### src/design/bdlp_pkg.sv
// Shared types and constants for the button debouncer with long-press reporting.
// Holds the beat payload structs, the configuration struct and register indexes.
// No dependencies.
`default_nettype none

package bdlp_pkg;

  // Configuration port geometry.
  localparam int unsigned CfgAddrW = 5;
  localparam int unsigned CfgDataW = 32;
  localparam int unsigned CfgIdxW  = 3;

  // Register indexes (byte address is four times the index).
  localparam logic [CfgIdxW-1:0] REG_IDLE_LEVEL      = 3'd0;
  localparam logic [CfgIdxW-1:0] REG_FILTER_MS       = 3'd1;
  localparam logic [CfgIdxW-1:0] REG_LONG_PRESS_MS   = 3'd2;
  localparam logic [CfgIdxW-1:0] REG_REPEAT_INTERVAL = 3'd3;
  localparam logic [CfgIdxW-1:0] REG_LONG_PRESS_EN   = 3'd4;
  localparam logic [CfgIdxW-1:0] REG_LONG_PRESS_REP  = 3'd5;

  // Register reset values.
  localparam logic        RST_IDLE_LEVEL      = 1'b1;
  localparam logic [15:0] RST_FILTER_MS       = 16'd20;
  localparam logic [15:0] RST_LONG_PRESS_MS   = 16'd1000;
  localparam logic [15:0] RST_REPEAT_INTERVAL = 16'd200;
  localparam logic        RST_LONG_PRESS_EN   = 1'b0;
  localparam logic        RST_LONG_PRESS_REP  = 1'b0;

  // One poll of the pin.
  typedef struct packed {
    logic        pin_sample;
    logic [31:0] now_ms;
  } in_item_t;

  // One result beat.
  typedef struct packed {
    logic rise_event;
    logic fall_event;
    logic click_event;
    logic long_press_event;
    logic release_event;
    logic raw_level;
  } out_item_t;

  // Current configuration as seen by the datapath.
  typedef struct packed {
    logic        idle_level;
    logic [15:0] filter_ms;
    logic [15:0] long_press_ms;
    logic [15:0] repeat_interval_ms;
    logic        long_press_enable;
    logic        long_press_repeat;
  } cfg_t;

endpackage

`default_nettype wire

### src/design/button_debounce_long_press.sv
// Top level of the button debouncer with click, long-press and release reporting.
// Instantiates bdlp_cfg and bdlp_core; uses bdlp_pkg for beat and config types.
//
//   Channel   Direction  Handshake                Payload
//   in_       input      in_valid / in_stall      in_item  (in_item_t)
//   out_      output     out_valid / out_stall    out_item (out_item_t)
//   cfg_      input      APB-style, pready high   6 registers at 4*index
//
// One poll is taken every cycle while the output is not stalled; each poll yields exactly one result beat.
// A poll passes through an input register, then the datapath into the result register.
// The state update and the result share one cycle, so consecutive polls never wait.
// Reset is synchronous on rst_n and needs no clearing pass.
// A stall on the output holds the result register and then the input register.
`default_nettype none

module button_debounce_long_press
  import bdlp_pkg::*;
(
  input  wire logic                clk,
  input  wire logic                rst_n,
  input  wire logic                in_valid,
  output logic                     in_stall,
  input  wire in_item_t            in_item,
  output logic                     out_valid,
  input  wire logic                out_stall,
  output out_item_t                out_item,
  input  wire logic                cfg_psel,
  input  wire logic                cfg_penable,
  input  wire logic                cfg_pwrite,
  input  wire logic [CfgAddrW-1:0] cfg_paddr,
  input  wire logic [CfgDataW-1:0] cfg_pwdata,
  output logic      [CfgDataW-1:0] cfg_prdata,
  output logic                     cfg_pready
);

  cfg_t      cfg;
  in_item_t  in_item_r;
  logic      in_valid_r;
  out_item_t out_item_r;
  logic      out_valid_r;
  out_item_t result;
  logic      advance;
  logic      step;

  assign cfg_pready = 1'b1;

  bdlp_cfg u_cfg (
    .clk     (clk),
    .rst_n   (rst_n),
    .psel    (cfg_psel),
    .penable (cfg_penable),
    .pwrite  (cfg_pwrite),
    .paddr   (cfg_paddr),
    .pwdata  (cfg_pwdata),
    .prdata  (cfg_prdata),
    .cfg     (cfg)
  );

  // The result register can take a new beat when empty or being drained.
  assign advance  = ~out_valid_r | ~out_stall;
  assign step     = advance & in_valid_r;
  assign in_stall = in_valid_r & ~advance;

  bdlp_core u_core (
    .clk    (clk),
    .rst_n  (rst_n),
    .step   (step),
    .item   (in_item_r),
    .cfg    (cfg),
    .result (result)
  );

  // Input register.
  always_ff @(posedge clk) begin
    if (!rst_n) begin
      in_valid_r <= 1'b0;
    end else if (!in_stall) begin
      in_valid_r <= in_valid;
    end
  end

  always_ff @(posedge clk) begin
    if (!in_stall && in_valid) begin
      in_item_r <= in_item;
    end
  end

  // Result register.
  always_ff @(posedge clk) begin
    if (!rst_n) begin
      out_valid_r <= 1'b0;
    end else if (advance) begin
      out_valid_r <= in_valid_r;
    end
  end

  always_ff @(posedge clk) begin
    if (step) begin
      out_item_r <= result;
    end
  end

  assign out_valid = out_valid_r;
  assign out_item  = out_item_r;

  // A beat accepted at the input always lands in the input register.
  assert property (@(posedge clk) disable iff (!rst_n)
    (in_valid && !in_stall) |=> in_valid_r)
    else $error("accepted input beat was not captured");

  // A held input beat must stall the input side while the output is blocked.
  assert property (@(posedge clk) disable iff (!rst_n)
    (in_valid_r && out_valid_r && out_stall) |-> in_stall)
    else $error("input not stalled while result register is blocked");

  // The filtered level flips at most one way per poll.
  assert property (@(posedge clk) disable iff (!rst_n)
    out_valid_r |-> !(out_item_r.rise_event && out_item_r.fall_event))
    else $error("rise and fall reported on the same poll");

  // Click and long-press reporting are exclusive.
  assert property (@(posedge clk) disable iff (!rst_n)
    out_valid_r |-> !(out_item_r.click_event && out_item_r.long_press_event))
    else $error("click and long press reported on the same poll");

endmodule

`default_nettype wire

### src/design/bdlp_cfg.sv
// Configuration register file with an APB-style access port.
// Depends on bdlp_pkg for register indexes, reset values and cfg_t.
`default_nettype none

module bdlp_cfg
  import bdlp_pkg::*;
(
  input  wire logic                clk,
  input  wire logic                rst_n,
  input  wire logic                psel,
  input  wire logic                penable,
  input  wire logic                pwrite,
  input  wire logic [CfgAddrW-1:0] paddr,
  input  wire logic [CfgDataW-1:0] pwdata,
  output logic      [CfgDataW-1:0] prdata,
  output cfg_t                     cfg
);

  cfg_t              cfg_r;
  logic              wr_en;
  logic [CfgIdxW-1:0] idx;

  assign idx   = paddr[CfgAddrW-1:2];
  assign wr_en = psel & penable & pwrite;

  // Register writes; the byte offset within a word is ignored.
  always_ff @(posedge clk) begin
    if (!rst_n) begin
      cfg_r.idle_level         <= RST_IDLE_LEVEL;
      cfg_r.filter_ms          <= RST_FILTER_MS;
      cfg_r.long_press_ms      <= RST_LONG_PRESS_MS;
      cfg_r.repeat_interval_ms <= RST_REPEAT_INTERVAL;
      cfg_r.long_press_enable  <= RST_LONG_PRESS_EN;
      cfg_r.long_press_repeat  <= RST_LONG_PRESS_REP;
    end else if (wr_en) begin
      case (idx)
        REG_IDLE_LEVEL:      cfg_r.idle_level         <= pwdata[0];
        REG_FILTER_MS:       cfg_r.filter_ms          <= pwdata[15:0];
        REG_LONG_PRESS_MS:   cfg_r.long_press_ms      <= pwdata[15:0];
        REG_REPEAT_INTERVAL: cfg_r.repeat_interval_ms <= pwdata[15:0];
        REG_LONG_PRESS_EN:   cfg_r.long_press_enable  <= pwdata[0];
        REG_LONG_PRESS_REP:  cfg_r.long_press_repeat  <= pwdata[0];
        default: ;
      endcase
    end
  end

  // Read mux, zero-extended to the bus width.
  always_comb begin
    prdata = '0;
    case (idx)
      REG_IDLE_LEVEL:      prdata[0]    = cfg_r.idle_level;
      REG_FILTER_MS:       prdata[15:0] = cfg_r.filter_ms;
      REG_LONG_PRESS_MS:   prdata[15:0] = cfg_r.long_press_ms;
      REG_REPEAT_INTERVAL: prdata[15:0] = cfg_r.repeat_interval_ms;
      REG_LONG_PRESS_EN:   prdata[0]    = cfg_r.long_press_enable;
      REG_LONG_PRESS_REP:  prdata[0]    = cfg_r.long_press_repeat;
      default:             prdata       = '0;
    endcase
  end

  assign cfg = cfg_r;

endmodule

`default_nettype wire

### src/design/bdlp_core.sv
// Debounce and press classification datapath with its state registers.
// Computes one result per poll and updates state when the poll is consumed.
// Depends on bdlp_pkg for in_item_t, out_item_t and cfg_t.
`default_nettype none

module bdlp_core
  import bdlp_pkg::*;
(
  input  wire logic      clk,
  input  wire logic      rst_n,
  input  wire logic      step,
  input  wire in_item_t  item,
  input  wire cfg_t      cfg,
  output out_item_t      result
);

  logic        filtered_level_r, filtered_level_nxt;
  logic        change_pending_r, change_pending_nxt;
  logic [31:0] change_time_r,    change_time_nxt;
  logic        press_seen_r,     press_seen_nxt;
  logic        long_done_r,      long_done_nxt;
  logic [31:0] long_report_r,    long_report_nxt;

  logic        differs;
  logic        stamp;
  logic        held;
  logic        accept;
  logic [31:0] since_change;
  logic [31:0] since_report;

  assign since_change = item.now_ms - change_time_r;
  assign since_report = item.now_ms - long_report_r;
  assign differs      = item.pin_sample != filtered_level_r;
  // A fresh stamp means zero elapsed time, which never beats the filter.
  assign stamp        = differs & ~change_pending_r;
  assign held         = ~stamp & (since_change > {16'd0, cfg.filter_ms});
  assign accept       = differs & change_pending_r & held;

  // Next state and result for the current poll.
  always_comb begin
    filtered_level_nxt = filtered_level_r;
    change_pending_nxt = change_pending_r;
    change_time_nxt    = change_time_r;
    press_seen_nxt     = press_seen_r;
    long_done_nxt      = long_done_r;
    long_report_nxt    = long_report_r;
    result             = '0;
    result.raw_level   = item.pin_sample;

    // Filter: open a pending change, or accept it once it has persisted.
    if (stamp) begin
      change_time_nxt    = item.now_ms;
      change_pending_nxt = 1'b1;
    end else if (accept) begin
      filtered_level_nxt = ~filtered_level_r;
      change_pending_nxt = 1'b0;
      result.rise_event  = ~filtered_level_r;
      result.fall_event  = filtered_level_r;
    end

    // Drop an old pending change when the pin is back at rest.
    if (held && change_pending_nxt && (item.pin_sample == cfg.idle_level)) begin
      change_pending_nxt = 1'b0;
    end

    // Press classification against the updated filtered level.
    if (filtered_level_nxt == cfg.idle_level) begin
      result.release_event = press_seen_r & ~long_done_r;
      press_seen_nxt       = 1'b0;
    end else if (held) begin
      if (cfg.long_press_enable) begin
        if (since_change < {16'd0, cfg.long_press_ms}) begin
          press_seen_nxt  = 1'b1;
          long_done_nxt   = 1'b0;
          long_report_nxt = item.now_ms;
        end else if (!cfg.long_press_repeat) begin
          if (!long_done_r) begin
            long_done_nxt           = 1'b1;
            result.long_press_event = 1'b1;
          end
        end else if (since_report > {16'd0, cfg.repeat_interval_ms}) begin
          long_report_nxt         = item.now_ms;
          long_done_nxt           = 1'b1;
          result.long_press_event = 1'b1;
        end
      end else if (!press_seen_r) begin
        press_seen_nxt     = 1'b1;
        result.click_event = 1'b1;
      end
    end
  end

  // State registers advance only when a poll is consumed.
  always_ff @(posedge clk) begin
    if (!rst_n) begin
      filtered_level_r <= RST_IDLE_LEVEL;
      change_pending_r <= 1'b0;
      change_time_r    <= '0;
      press_seen_r     <= 1'b0;
      long_done_r      <= 1'b0;
      long_report_r    <= '0;
    end else if (step) begin
      filtered_level_r <= filtered_level_nxt;
      change_pending_r <= change_pending_nxt;
      change_time_r    <= change_time_nxt;
      press_seen_r     <= press_seen_nxt;
      long_done_r      <= long_done_nxt;
      long_report_r    <= long_report_nxt;
    end
  end

endmodule

`default_nettype wire

### config.mk
export PLATFORM = sky130hd
export DESIGN_NAME = button_debounce_long_press
export DESIGN_NICKNAME = d
export VERILOG_FILES = /design/src/design/bdlp_pkg.sv /design/src/design/button_debounce_long_press.sv /design/src/design/bdlp_cfg.sv /design/src/design/bdlp_core.sv
export SDC_FILE = /design/constraint.sdc
export NUM_CORES = 1
export LEC_CHECK = 0
export BUFFER_PORTS_ARGS = -buffer_cell sky130_fd_sc_hd__buf_2
export CAP_MARGIN = 20
export CORE_ASPECT_RATIO = 1.2
export CORE_MARGIN = 4
export CORE_UTILIZATION = 67
export CTS_BUF_LIST = sky130_fd_sc_hd__clkbuf_8
export DETAILED_ROUTE_END_ITERATION = 10
export PLACE_DENSITY_LB_ADDON = 0.15
export SLEW_MARGIN = 10
export SYNTH_ARGS = -nofsm -noshare
export SYNTH_HDL_FRONTEND = slang
export SYNTH_SLANG_ARGS = --single-unit
### constraint.sdc
create_clock -name clk -period 7.93 [get_ports clk]
set_clock_uncertainty 0.15 [all_clocks]
set_input_delay 1.586 -clock clk [delete_from_list [all_inputs] [get_ports clk]]
set_output_delay 1.586 -clock clk [all_outputs]
set_load 0.005 [all_outputs]
==> metrics.cfg <==
[timing]
hold_viol = 0
period_minus_slack_ns = 5.998
worst_pin_slew_ns = 0.9089
slew_headroom_pct = 39.41
grt_setup_unrepaired = no
setup_viol = 0
timing.final.crit_share_pct = 75.64
drv_slew = 0
fmax_mhz = 166.7
setup_tns_ns = 0

[drt]
drcViolationCount = 0
drt-pass1-iter-count = 5
num_vias = 10439
avgRoutedWirePerCell_microns = 17.51
dr.first_iter.drc_count = 780
ant_nets = 0
vias_per_cell = 6.010
drt_wl_total_microns = 30420

[clock_tree]
clk_path_buf_depth = 2
h-tree-depth = 4
cts_tree = built
path_clk_slew_ns = 0.09
hold_buffers = 0
cts_buffers = 17
cts_resized = 0
cts.root.buffer_cell = clkbuf_8
clock-sinks = 160
clk_latency_ns = 0.47
postCtsSetupBuffers = 0

[grt]
overflow = 0
grt_use_total_pct = 30.64
grt_util_met1_pct = 36.57
grt_pass1_vias = 10051
busiest_layer = met2
grt_max_degree = 91
grt_use_met3_pct = 4.293
met2_usage_pct = 54.82
antenna_found_initial = 0
grt_pass1_wl_microns = 49060

[critical_path]
startpoint_type = flop
cp-startpoint = in_item_r[0]$_DFFE_PP_
crit_required_ns = 8.10
critPathArrivalTime_ns = 6.17
path_cells = inv_1, ha_1, inv_1, fa_1, a21oi_1, o22ai_1, nor2_1, nand2_1, a21bo_2, a21o_1, a21oi_1, xnor2_1, ha_1, nand4_1, nor4_1, a22oi_1, or3_1, nor4_1, nand4_1, o31ai_2, a211oi_4, buf_4, mux2i_1
worstPathMaxFanout = 32
critPathKind = reg2reg
crit_path_end_kind = flop
slowest_delay_ns = 0.44
rr_worst_depth = 23
crit_path_top_delay_cell = fa_1
r2r-start = in_item_r[0]$_DFFE_PP_

[synthesis]
synth_edf_count = 39
synthMuxAreaShare_pct = 3.489
synth.avg_cell_area_sq_um = 8.017
synth_area_sq_mm = 0.01176
synth_warnings = 0
synth-adder-area-share_pct = 11.94
synthFlopType = dfxtp_1
synth_compound_area_share_pct = 23.63
synth_top_family_by_area = compound AO/OA/AOI/OAI gates
ys_async_sr_fraction_pct = 0
ys_seq_area_share_pct = 30.55
synth_seq_cells = 160
synth_cell_type_count = 90
synthXorXnorAreaFrac_pct = 3.500
syn_inst = 1467
synthSimpleGateAreaFrac_pct = 18.15

[placed_design]
hpwlAfterDp_microns = 22910
placed_area_sq_mm = 0.01205
port_buffers = 82
gp_congestion = 0.9677

[cells_and_area]
syn2layout_area_growth_pct = 6.255
multi_input_area_sq_mm = 0.007213
nets = 1696
regArea_sq_mm = 0.003593
drive_gt1_share_pct = 10.12
diodes = 0
fin_area_sq_mm = 0.01250
n_fill_cell = 1403
final_util_pct = 73.31

[outcome]
status = finished clean

[die]
chipHeight_microns = 153.1
ios = 118
rows = 52
core_area_sq_mm = 0.01705
start_util_pct = 69.00
die-width_microns = 129.0
die-area_sq_mm = 0.01975

[hold_path]
holdPathStages = 2
hold_start = u_core.long_report_r[19]$_SDFFE_PN0P_
hold_path_class = reg2reg

[pwr]
power.density_mw_per_mm2 = 158.9
max-vdd-ir-drop_v = 0.00009950
leakage_nw = 4.768

[job]
maxCapViolations = 0

per-layer routing:
metal | wire length [microns] | vias up | part of all wire (%)
li1 | - | 5164 | -
met4 | 1196 | 0 | 3.9
met1 | 12400 | 4832 | 41
met5 | 0 | - | 0
met3 | 1420 | 87 | 4.7
met2 | 15400 | 356 | 51
power by group:
part / total, W / switching (W) / internal [W] / leakage, nW
clock network: 0.000651 / 0.000330 / 0.000321 / 0.217
logic: 0.000458 / 0.000279 / 0.000179 / 3.19
registers: 0.000877 / 0.0000205 / 0.000857 / 1.36
total: 0.00199 / 0.000630 / 0.00136 / 4.77
final cells by class:
type	instances	share of cell area, %
inverter	136	4.085
timing repair buffer	90	3.975
tap	216	2.163
clock inverter	14	1.322
multi-input combinational	1103	57.72
clock buffer	18	1.982
sequential	160	28.75
logic make-up (layout without fill, tap and decap cells):
logic type,count (synthesis),after routing
adders and majority gates,111,111
xor gates and xnor gates,47,47
muxes,41,41
and+or+nand+nor,483,483
buffers and inverters,219,258
AOI/OAI and AO/OA,404,404
DFF,160,160
other,2,17
worst max-delay path: cells and delay by family (launching register included):
family | cells | cell delay [ns]
flip-flops | 1 | 0.42
XOR/XNOR | 1 | 0.14
multiplexers | 1 | 0.20
AO/OA/AOI/OAI | 8 | 1.68
buffers and inverters | 3 | 0.49
adder cells (fa/ha/maj) | 3 | 0.94
AND/OR/NAND/NOR | 7 | 1.82
placed cells by master (no fill, tap or decap), types with 4 or more instances in the layout:
cell	instances
nand4_1	22
a31oi_1	6
xnor2_1	28
a21oi_1	91
o221ai_1	6
nor2_1	64
xor2_1	19
clkbuf_8	18
a211oi_1	13
o211ai_1	26
o21a_1	15
conb_1	17
nand2b_1	8
and3_1	5
a21o_1	34
edfxtp_1	39
inv_1	138
nor4_1	7
mux2i_1	41
a22oi_1	16
or3_1	4
o2111ai_1	7
dfxtp_1	121
o31ai_1	6
or2_2	4
a21boi_0	73
o21ai_0	60
buf_2	81
nor2b_1	14
ha_1	109
nand2_1	299
buf_4	7
nand3_1	17
nor3_1	13
o22ai_1	4
state kept, by name, indices dropped and copies added, names as in the netlist:
name and count:
u_core.long_report_r 32, u_cfg.cfg 51, in_valid_r 1, u_core.change_pending_r 1
out_item 6, out_valid 1, u_core.filtered_level_r 1, in_item_r 33
u_core.long_done_r 1, u_core.change_time_r 32, u_core.press_seen_r 1
synthesized netlist by cell type (4+ instances only):
library cell    n  share of area, %
dfxtp_1       121                21
o22ai_1         4              0.21
o2111ai_1       7              0.52
mux2i_1        41               3.5
or3_1           4              0.21
nand3_1        17              0.72
o21a_1         15              0.96
nor2b_1        15              0.80
clkbuf_8        6              0.70
a21oi_1        91               3.9
and3_1          5              0.27
a21o_1         34               2.2
o31ai_1         6              0.38
edfxtp_1       39                10
nand2_1       299               9.5
o21ai_0        60               2.6
buf_4          17               1.1
a31oi_1         6              0.32
o211ai_1       26               1.7
ha_1          109                12
or2_2           4              0.21
clkbuf_1       47               1.5
nor2_1         65               2.1
a22oi_1        16               1.0
a21boi_0       73               4.7
a211oi_1       13              0.83
nand4_1        22               1.2
o221ai_1        6              0.45
nor3_1         13              0.55
xnor2_1        28               2.1
xor2_1         19               1.4
nand2b_1        8              0.43
nor4_1          7              0.37
inv_1         136               4.3
worst paths after layout:
kind                                                         endpoint  slack, ns
worst max register to register   u_core.long_report_r[5]$_SDFFE_PN0P_       1.93
worst min register to register  u_core.long_report_r[19]$_SDFFE_PN0P_       0.31
worst min-delay path            u_core.long_report_r[19]$_SDFFE_PN0P_       0.31
worst max-delay path             u_core.long_report_r[5]$_SDFFE_PN0P_       1.93
metrics by stage:
step / total power, W / setup WS, ns / cells / hold WS, ns
3_5_place_dp: 0.001341 / 2.102 / 1703 / 0.2964
3_3_place_gp: 0.001331 / 2.198 / 1702 / 0.2918
6_report: 0.001986 / 1.932 / 1737 / 0.3100
5_1_grt: 0.002083 / 1.694 / 1737 / 0.3376
2_1_floorplan: 0.001227 / 3.187 / 1482 / 0.2847
4_1_cts: 0.001989 / 2.041 / 1735 / 0.3125
No activity file was read; power rests on OpenSTA's default activity.
